$ cat config.mk
export PLATFORM = sky130hd
export DESIGN_NAME = store_load_same_address_hazard_scan_top
export DESIGN_NICKNAME = d
export VERILOG_FILES = /design/src/hdl/slhs_pkg.sv /design/src/hdl/slhs_front.sv /design/src/hdl/slhs_queue.sv /design/src/hdl/slhs_back.sv /design/src/hdl/store_load_same_address_hazard_scan_top.sv
export SDC_FILE = /design/constraint.sdc
export NUM_CORES = 1
export LEC_CHECK = 0
export ABC_AREA = 1
export BUFFER_PORTS_ARGS = -buffer_cell sky130_fd_sc_hd__buf_4
export CORE_MARGIN = 2
export CORE_UTILIZATION = 45
export DETAILED_ROUTE_END_ITERATION = 8
export PLACE_DENSITY_LB_ADDON = 0.05
export SYNTH_ARGS = -nofsm -noshare
export SYNTH_HDL_FRONTEND = slang
export SYNTH_SLANG_ARGS = --single-unit
$ cat constraint.sdc
create_clock -name clk -period 2.97 [get_ports clk]
set_clock_uncertainty 0.2 [all_clocks]
set_input_delay 0.594 -clock clk [delete_from_list [all_inputs] [get_ports clk]]
set_output_delay 0.594 -clock clk [all_outputs]
set_load 0.02 [all_outputs]
$ cat src/hdl/slhs_pkg.sv
// Shared types, constants and codes of the store/load hazard scan.
// No dependencies; every other file imports this package.
`default_nettype none

package slhs_pkg;

    localparam int KEY_TABLE_DEPTH = 32;
    localparam int KEY_W           = 41;
    localparam int CNT_W           = $clog2(KEY_TABLE_DEPTH + 1);
    localparam int IDX_W           = (KEY_TABLE_DEPTH > 1) ? $clog2(KEY_TABLE_DEPTH) : 1;
    localparam int KEPT_W          = 6;
    localparam int KEPT_MAX        = 63;

    localparam int QUEUE_DEPTH     = 2;
    localparam int QPTR_W          = (QUEUE_DEPTH > 1) ? $clog2(QUEUE_DEPTH) : 1;
    localparam int QCNT_W          = $clog2(QUEUE_DEPTH + 1);

    localparam logic [31:0] IMM12_MASK  = 32'h3B00_0000;
    localparam logic [31:0] IMM12_MATCH = 32'h3900_0000;
    localparam logic [31:0] IMM9_MASK   = 32'h3B20_0C00;
    localparam logic [31:0] IMM9_MATCH  = 32'h3800_0000;
    localparam logic [1:0]  OPC_STORE   = 2'd0;

    typedef struct packed {
        logic [31:0] instr_word;
        logic        word_present;
        logic        last_word;
    } scan_word_t;

    typedef struct packed {
        logic              hazard_found;
        logic [KEPT_W-1:0] stores_kept;
    } scan_rpt_t;

    typedef enum logic [1:0] {
        OP_NONE,
        OP_STORE,
        OP_LOAD
    } op_kind_t;

    typedef struct packed {
        op_kind_t         kind;
        logic [KEY_W-1:0] key;
        logic             last;
    } scan_op_t;

    typedef enum logic {
        BK_IDLE,
        BK_CMP
    } back_state_t;

endpackage

`default_nettype wire

$ cat src/hdl/slhs_front.sv
// Front end: takes scan words, decodes load/store forms into keys.
// Depends on slhs_pkg; feeds slhs_queue.
`default_nettype none

module slhs_front
    import slhs_pkg::*;
(
    input  wire logic       scan_valid,
    output logic            scan_stall,
    input  wire scan_word_t scan_word,
    input  wire logic       q_full,
    output logic            push,
    output scan_op_t        push_op
);

    logic [31:0] w;
    logic        is_imm12;
    logic        is_imm9;

    assign w          = scan_word.instr_word;
    assign scan_stall = q_full;
    assign push       = scan_valid && !q_full;

    assign is_imm12 = (w & IMM12_MASK) == IMM12_MATCH;
    assign is_imm9  = (w & IMM9_MASK) == IMM9_MATCH;

    always_comb
    begin
        push_op.last = scan_word.last_word;
        push_op.key  = '0;
        push_op.kind = OP_NONE;
        if (scan_word.word_present && (is_imm12 || is_imm9))
        begin
            push_op.kind      = (w[23:22] == OPC_STORE) ? OP_STORE : OP_LOAD;
            push_op.key[25:24] = w[31:30];
            push_op.key[16:12] = w[9:5];
            if (is_imm12)
            begin
                push_op.key[11:0] = w[21:10];
            end
            else
            begin
                push_op.key[40]  = 1'b1;
                push_op.key[8:0] = w[20:12];
            end
        end
    end

endmodule

`default_nettype wire

$ cat src/hdl/slhs_queue.sv
// Short FIFO of decoded ops between front and back ends.
// Depends on slhs_pkg.
`default_nettype none

module slhs_queue
    import slhs_pkg::*;
(
    input  wire logic     clk,
    input  wire logic     rst_n,
    input  wire logic     push,
    input  wire scan_op_t push_op,
    output logic          full,
    input  wire logic     pop,
    output logic          head_valid,
    output scan_op_t      head_op
);

    scan_op_t           mem_reg [QUEUE_DEPTH];
    logic [QPTR_W-1:0]  wr_ptr_reg, wr_ptr_next;
    logic [QPTR_W-1:0]  rd_ptr_reg, rd_ptr_next;
    logic [QCNT_W-1:0]  cnt_reg, cnt_next;

    function automatic logic [QPTR_W-1:0] ptr_inc(input logic [QPTR_W-1:0] p);
        return (p == QPTR_W'(QUEUE_DEPTH - 1)) ? '0 : p + 1'b1;
    endfunction

    assign full       = cnt_reg == QCNT_W'(QUEUE_DEPTH);
    assign head_valid = cnt_reg != '0;
    assign head_op    = mem_reg[rd_ptr_reg];

    always_comb
    begin
        wr_ptr_next = push ? ptr_inc(wr_ptr_reg) : wr_ptr_reg;
        rd_ptr_next = pop ? ptr_inc(rd_ptr_reg) : rd_ptr_reg;
        cnt_next    = cnt_reg + QCNT_W'(push) - QCNT_W'(pop);
    end

    always_ff @(posedge clk or negedge rst_n)
    begin
        if (!rst_n)
        begin
            wr_ptr_reg <= '0;
            rd_ptr_reg <= '0;
            cnt_reg    <= '0;
        end
        else
        begin
            wr_ptr_reg <= wr_ptr_next;
            rd_ptr_reg <= rd_ptr_next;
            cnt_reg    <= cnt_next;
        end
    end

    always_ff @(posedge clk)
    begin
        if (push)
        begin
            mem_reg[wr_ptr_reg] <= push_op;
        end
    end

endmodule

`default_nettype wire

$ cat src/hdl/slhs_back.sv
// Back end: store key table, load compare, sticky hazard and report register.
// Depends on slhs_pkg; drains slhs_queue.
`default_nettype none

module slhs_back
    import slhs_pkg::*;
(
    input  wire logic     clk,
    input  wire logic     rst_n,
    input  wire logic     head_valid,
    input  wire scan_op_t head_op,
    output logic          pop,
    output logic          rpt_valid,
    input  wire logic     rpt_stall,
    output scan_rpt_t     rpt
);

    logic [KEY_W-1:0]           keys_mem [KEY_TABLE_DEPTH];
    back_state_t                state_reg, state_next;
    logic [CNT_W-1:0]           count_reg, count_next;
    logic                       sticky_reg, sticky_next;
    logic [KEY_TABLE_DEPTH-1:0] match_reg, match_next;
    logic                       last_reg, last_next;
    logic                       out_valid_reg, out_valid_next;
    scan_rpt_t                  out_reg, out_next;

    logic [KEY_TABLE_DEPTH-1:0] match_now;
    logic                       out_free;
    logic                       active;
    logic                       wr_en;
    logic                       emit;
    logic                       hz_cmp;

    function automatic logic [KEPT_W-1:0] sat_kept(input logic [CNT_W-1:0] c);
        logic [CNT_W+KEPT_W-1:0] wide;
        wide = (CNT_W + KEPT_W)'(c);
        if (wide > (CNT_W + KEPT_W)'(KEPT_MAX))
        begin
            return KEPT_W'(KEPT_MAX);
        end
        return wide[KEPT_W-1:0];
    endfunction

    always_comb
    begin
        for (int i = 0; i < KEY_TABLE_DEPTH; i++)
        begin
            match_now[i] = (CNT_W'(i) < count_reg) && (keys_mem[i] == head_op.key);
        end
    end

    assign out_free  = !out_valid_reg || !rpt_stall;
    assign active    = !sticky_reg;
    assign hz_cmp    = sticky_reg || (|match_reg);
    assign rpt_valid = out_valid_reg;
    assign rpt       = out_reg;

    // next state
    always_comb
    begin
        state_next = state_reg;
        unique case (state_reg)
            BK_IDLE:
            begin
                if (head_valid && active && head_op.kind == OP_LOAD)
                begin
                    state_next = BK_CMP;
                end
            end
            BK_CMP:
            begin
                if (!last_reg || out_free)
                begin
                    state_next = BK_IDLE;
                end
            end
            default: state_next = BK_IDLE;
        endcase
    end

    // datapath controls
    always_comb
    begin
        pop         = 1'b0;
        wr_en       = 1'b0;
        emit        = 1'b0;
        count_next  = count_reg;
        sticky_next = sticky_reg;
        match_next  = match_reg;
        last_next   = last_reg;
        out_next    = out_reg;
        unique case (state_reg)
            BK_IDLE:
            begin
                if (head_valid)
                begin
                    if (active && head_op.kind == OP_LOAD)
                    begin
                        pop        = 1'b1;
                        match_next = match_now;
                        last_next  = head_op.last;
                    end
                    else if (!head_op.last || out_free)
                    begin
                        pop = 1'b1;
                        if (active && head_op.kind == OP_STORE &&
                            count_reg < CNT_W'(KEY_TABLE_DEPTH))
                        begin
                            wr_en      = 1'b1;
                            count_next = count_reg + 1'b1;
                        end
                        if (head_op.last)
                        begin
                            emit                 = 1'b1;
                            out_next.hazard_found = sticky_reg;
                            out_next.stores_kept  = sat_kept(count_next);
                            count_next           = '0;
                            sticky_next          = 1'b0;
                        end
                    end
                end
            end
            BK_CMP:
            begin
                if (!last_reg)
                begin
                    sticky_next = hz_cmp;
                end
                else if (out_free)
                begin
                    emit                 = 1'b1;
                    out_next.hazard_found = hz_cmp;
                    out_next.stores_kept  = sat_kept(count_reg);
                    count_next           = '0;
                    sticky_next          = 1'b0;
                end
            end
            default: ;
        endcase
        if (emit)
        begin
            out_valid_next = 1'b1;
        end
        else if (!rpt_stall)
        begin
            out_valid_next = 1'b0;
        end
        else
        begin
            out_valid_next = out_valid_reg;
        end
    end

    always_ff @(posedge clk or negedge rst_n)
    begin
        if (!rst_n)
        begin
            state_reg     <= BK_IDLE;
            count_reg     <= '0;
            sticky_reg    <= 1'b0;
            out_valid_reg <= 1'b0;
        end
        else
        begin
            state_reg     <= state_next;
            count_reg     <= count_next;
            sticky_reg    <= sticky_next;
            out_valid_reg <= out_valid_next;
        end
    end

    always_ff @(posedge clk)
    begin
        match_reg <= match_next;
        last_reg  <= last_next;
        out_reg   <= out_next;
        if (wr_en)
        begin
            keys_mem[count_reg[IDX_W-1:0]] <= head_op.key;
        end
    end

endmodule

`default_nettype wire

$ cat src/hdl/store_load_same_address_hazard_scan_top.sv
// Top level of the store/load same-address hazard scan.
// Depends on slhs_pkg, slhs_front, slhs_queue, slhs_back.
//
//   channel | valid       | stall       | word
//   scan    | scan_valid  | scan_stall  | scan_word (scan_word_t)
//   rpt     | rpt_valid   | rpt_stall   | rpt       (scan_rpt_t)
//
// Stores, unrecognized words, markers and words after a hazard are handled in BK_IDLE alone;
// loads of an unflagged run compare against the kept entries and register the matches in
// BK_IDLE, then reduce them in BK_CMP. Each report is registered in out_reg.
// A two-entry queue decouples the front; scan_stall rises when it is full.
// Reset clears queue, count, hazard flag and report valid; table needs none.
`default_nettype none

module store_load_same_address_hazard_scan_top
    import slhs_pkg::*;
(
    input  wire logic       clk,
    input  wire logic       rst_n,
    input  wire logic       scan_valid,
    output logic            scan_stall,
    input  wire scan_word_t scan_word,
    output logic            rpt_valid,
    input  wire logic       rpt_stall,
    output scan_rpt_t       rpt
);

    logic     q_full;
    logic     push;
    scan_op_t push_op;
    logic     pop;
    logic     head_valid;
    scan_op_t head_op;

    slhs_front u_front (
        .scan_valid (scan_valid),
        .scan_stall (scan_stall),
        .scan_word  (scan_word),
        .q_full     (q_full),
        .push       (push),
        .push_op    (push_op)
    );

    slhs_queue u_queue (
        .clk        (clk),
        .rst_n      (rst_n),
        .push       (push),
        .push_op    (push_op),
        .full       (q_full),
        .pop        (pop),
        .head_valid (head_valid),
        .head_op    (head_op)
    );

    slhs_back u_back (
        .clk        (clk),
        .rst_n      (rst_n),
        .head_valid (head_valid),
        .head_op    (head_op),
        .pop        (pop),
        .rpt_valid  (rpt_valid),
        .rpt_stall  (rpt_stall),
        .rpt        (rpt)
    );

endmodule

`default_nettype wire

==> flow_summary_export.csv <==
group,metric,value,unit
status,status,"finished, final reports clean",
logic_synthesis,ys_seq_area_share,61.9,%
sta,slew_viol_final,0,
die,die_h,286,um
sta,rsz0062_at_grt,"true",
layout,final_cell_mix,"nand2_1 (1,649), edfxtp_1 (726), inv_1 (548)",
logic_synthesis,synth_top_area_share,60.9,%
logic_synthesis,syn_area_per_cell,8.89,sq um
pwr,switching_share,42.3,%
die,fp.coreArea,0.0789,sq mm
cts,cts_inserted_buffers,84,
pwr,vdd_drop_max,0.650,mV
sta,setup-violations-final,0,
cts,cts.clk_slew.worst_paths,0.06,ns
routing,drcViolationCount,0,
cts,htree_num_levels,3,
logic_synthesis,yosysWarnings,0,
sta,slew_headroom,23.4,%
setup_path,endpoint_kind,"flip-flop",
setup_path,r2r.worst_path.cells,9,
sta,fin_crit_sh,99.8,%
die,start_util,45.4,%
logic_synthesis,synth_top_family_by_area,"simple AND/OR/NAND/NOR gates",
grt,grt_max_degree,49,
logic_synthesis,netlist.top_cell.by_area,"edfxtp_1",
placement,pre_cts_ws,-0.169,ns
routing,wl_met2,55800,um
routing,wl_met3,9620,um
placement,io_buffers,40,
logic_synthesis,ys_ff_latch,739,
grt,grt_pass1_vias,25161,
flow_run,cap_violations,0,
routing,viasPerCell,5.15,
routing,ant_nets,0,
pwr,p_seq_share,33.1,%
logic_synthesis,synthCells,4024,
cts,ctsRootBufferMaster,"clkbuf_16",
placement,gp_congestion,0.923,
routing,dr.first_iter.drc_count,3088,
logic_synthesis,synth_compound_area_share,2.25,%
worst_hold_path,holdPathEnd,"u_queue.mem_reg[1][21]",
logic_synthesis,synth-adder-area-share,0.210,%
logic_synthesis,synth_cell_types,30,
layout,final_net_count,4271,
setup_path,cpPeakStageDelay,0.89,ns
setup_path,path_class,"reg -> reg",
setup_path,reg2reg_from,"u_queue.rd_ptr_reg",
setup_path,crit_chain,"inv_6 -> nand2_1 -> nand2_1 -> nand2_1 -> nand2_1 -> nor2_2 -> nand2_1 -> buf_4 -> nor2_2",
setup_path,arrival,3.01,ns
worst_hold_path,holdCritStartpoint,"scan_word[24]",
layout,insertedDiodeCount,0,
layout,largest_reg_flops,640,
setup_path,reg2reg_slack,0.005,ns
logic_synthesis,synthXorXnorAreaFrac,1.62,%
die,die_w,286,um
setup_path,required,3.01,ns
die,ioPinCount,47,
sta,post-route-min-period,2.97,ns
layout,area_growth,16.4,%
routing,routed_wl,123000,um
worst_hold_path,hold_path_depth,2,
setup_path,crit_top_cell,"nand2_1",
layout,layout_commonest_cell,"nand2_1",
routing,wl_per_cell,23.1,um
grt,track_usage,30.3,%
routing,first_pass_iters,6,
logic_synthesis,ys_top_cells_by_area,"edfxtp_1 (61%), nand2_1 (17%), inv_1 (5.8%), nor2_1 (5.1%), nand3_1 (2.6%)",
cts,clk_latency,0.64,ns
pwr,switching_power,17.6,mW
grt,antenna_found_initial,6,
layout,drive_above_1_share,10.2,%
setup_path,critical_path.max_fanout,20,
die,row_count,103,
routing,met1_length,53500,um
sta,clock.fmax,337,MHz
cts,cts_tree,"yes",
grt,grt_pass1_wl,177000,um
sta,finalWorstSetupSlack,0.00492,ns
pwr,leakage,18.6,nW
cts,cts_buffer_depth,3,
placement,post_dp_cell_area,0.0390,sq mm
logic_synthesis,synthMuxAreaShare,0,%
pwr,power_frac_comb,42.9,%
routing,highest_layer,"met5",
pwr,power.density,999,mW/mm^2
setup_path,reg2reg_to,"u_back.keys_mem[0][7]",
setup_path,startpoint_type,"flip-flop",
sta,worst_pin_slew,1.15,ns
logic_synthesis,synthesis.nets,4068,
setup_path,worst_path_max_delay_cell,"nor2_2",
layout,fin_area,0.0416,sq mm
sta,hold_viol_final,0,
logic_synthesis,synth_area,0.0358,sq mm
logic_synthesis,synth_simple_gate_area_share,26.2,%
worst_hold_path,hold_class,"in -> reg",
cts,cts_sinks,739,
pwr,power_frac_clock,24.0,%
pwr,p_int,24.0,mW
grt,grt-ovfl-total,0,
die,dieArea,0.0818,sq mm
placement,dpl.hpwl,77600,um
routing,vias,27472,
==> power groups by stage <==
stage / clock [mW] / sequential [mW] / combinational [mW]
floorplan: 0 / 13.9 / 8.48
global placement: 0 / 14.0 / 17.5
detailed placement: 0 / 14.0 / 17.6
CTS: 10.1 / 13.8 / 17.7
global route: 10.5 / 13.8 / 19.0
finish: 9.96 / 13.8 / 17.8
==> cells in the mapped netlist <==
master / count
buf_2: 74
nand4_1: 4
dfrtp_1: 13
edfxtp_1: 726
buf_6: 9
or2_2: 2
nand3b_1: 1
buf_4: 24
nand4_2: 1
nand3_1: 189
buf_12: 1
xor2_1: 63
nand2_4: 9
inv_2: 1
nand2_2: 30
a21oi_1: 15
o21ai_0: 83
clkbuf_1: 16
nand2_1: 1663
inv_6: 1
nor2_2: 1
ha_1: 6
o22ai_1: 46
xnor2_1: 3
o211ai_1: 1
o21ai_1: 4
nor3_1: 2
clkinv_1: 2
inv_1: 549
nor2_1: 485
==> per-layer routing <==
layer,track usage (%),vias to the layer above
met4,10.5,4
li1,-,13065
met3,4.80,216
met1,42.4,13134
met2,48.1,1053
met5,0,-
==> stage by stage <==
step,TNS (ns),cells,util (%),hold WS [ns],power [mW]
2_1_floorplan,0,4024,-,0.0984,22.4
3_3_place_gp,-25.32,5189,49.5,0.262,31.5
3_5_place_dp,-29.54,5189,49.5,0.267,31.6
4_1_cts,0,5337,52.7,0.0329,41.6
5_1_grt,-3.01,5337,52.8,0.0430,43.3
6_report,0,5337,52.8,0.0585,41.6
==> worst max-delay path, delay by kind of cell, from the launching register on <==
kind,cells,cell delay [ns]
flops,1,0.48
buf+inv,2,0.30
simple gates,7,1.56
==> what timing repair did <==
| action | 4_1_cts | 5_1_grt |
|---|---|---|
| hold endpoints to repair | 15 | 0 |
| buffers inserted | 0 | 0 |
| setup endpoints to repair | 0 | 304 |
| hold buffers | 2 | 0 |
| resized for setup | 0 | 11 |
==> kinds of logic (layout without fill, tap and decap cells) <==
family                     Yosys count  in the layout
DFF                                739            739
and+or+nand+nor                   2387           2387
adders and majority gates            6              6
AOI/OAI and AO/OA                  149            149
xor gates and xnor gates            66             66
buffers and inverters              677            940
==> worst max-delay path by stage <==
stage,startpoint,to,slack (ns)
after floorplan,u_queue.rd_ptr_reg,u_back.keys_mem[0][0],0.12
after global placement,rpt_stall,u_back.keys_mem[8][13],-0.14
after detailed placement,rpt_stall,u_back.keys_mem[8][13],-0.17
after CTS,u_queue.rd_ptr_reg,u_back.keys_mem[8][3],0.0007
after global routing,u_queue.rd_ptr_reg,u_back.keys_mem[12][15],-0.06
final,u_queue.rd_ptr_reg,u_back.keys_mem[0][7],0.005
==> final cells by class <==
type                       count  area [sq um]
fill                        7217         37200
clock inverter                39           312
inverter                     553          2080
tap                         1050          1310
multi-input combinational   2608         11000
clock buffer                 107          2250
sequential                   739         22100
timing repair buffer         241          2520
Power figures use the tool's default switching activity.
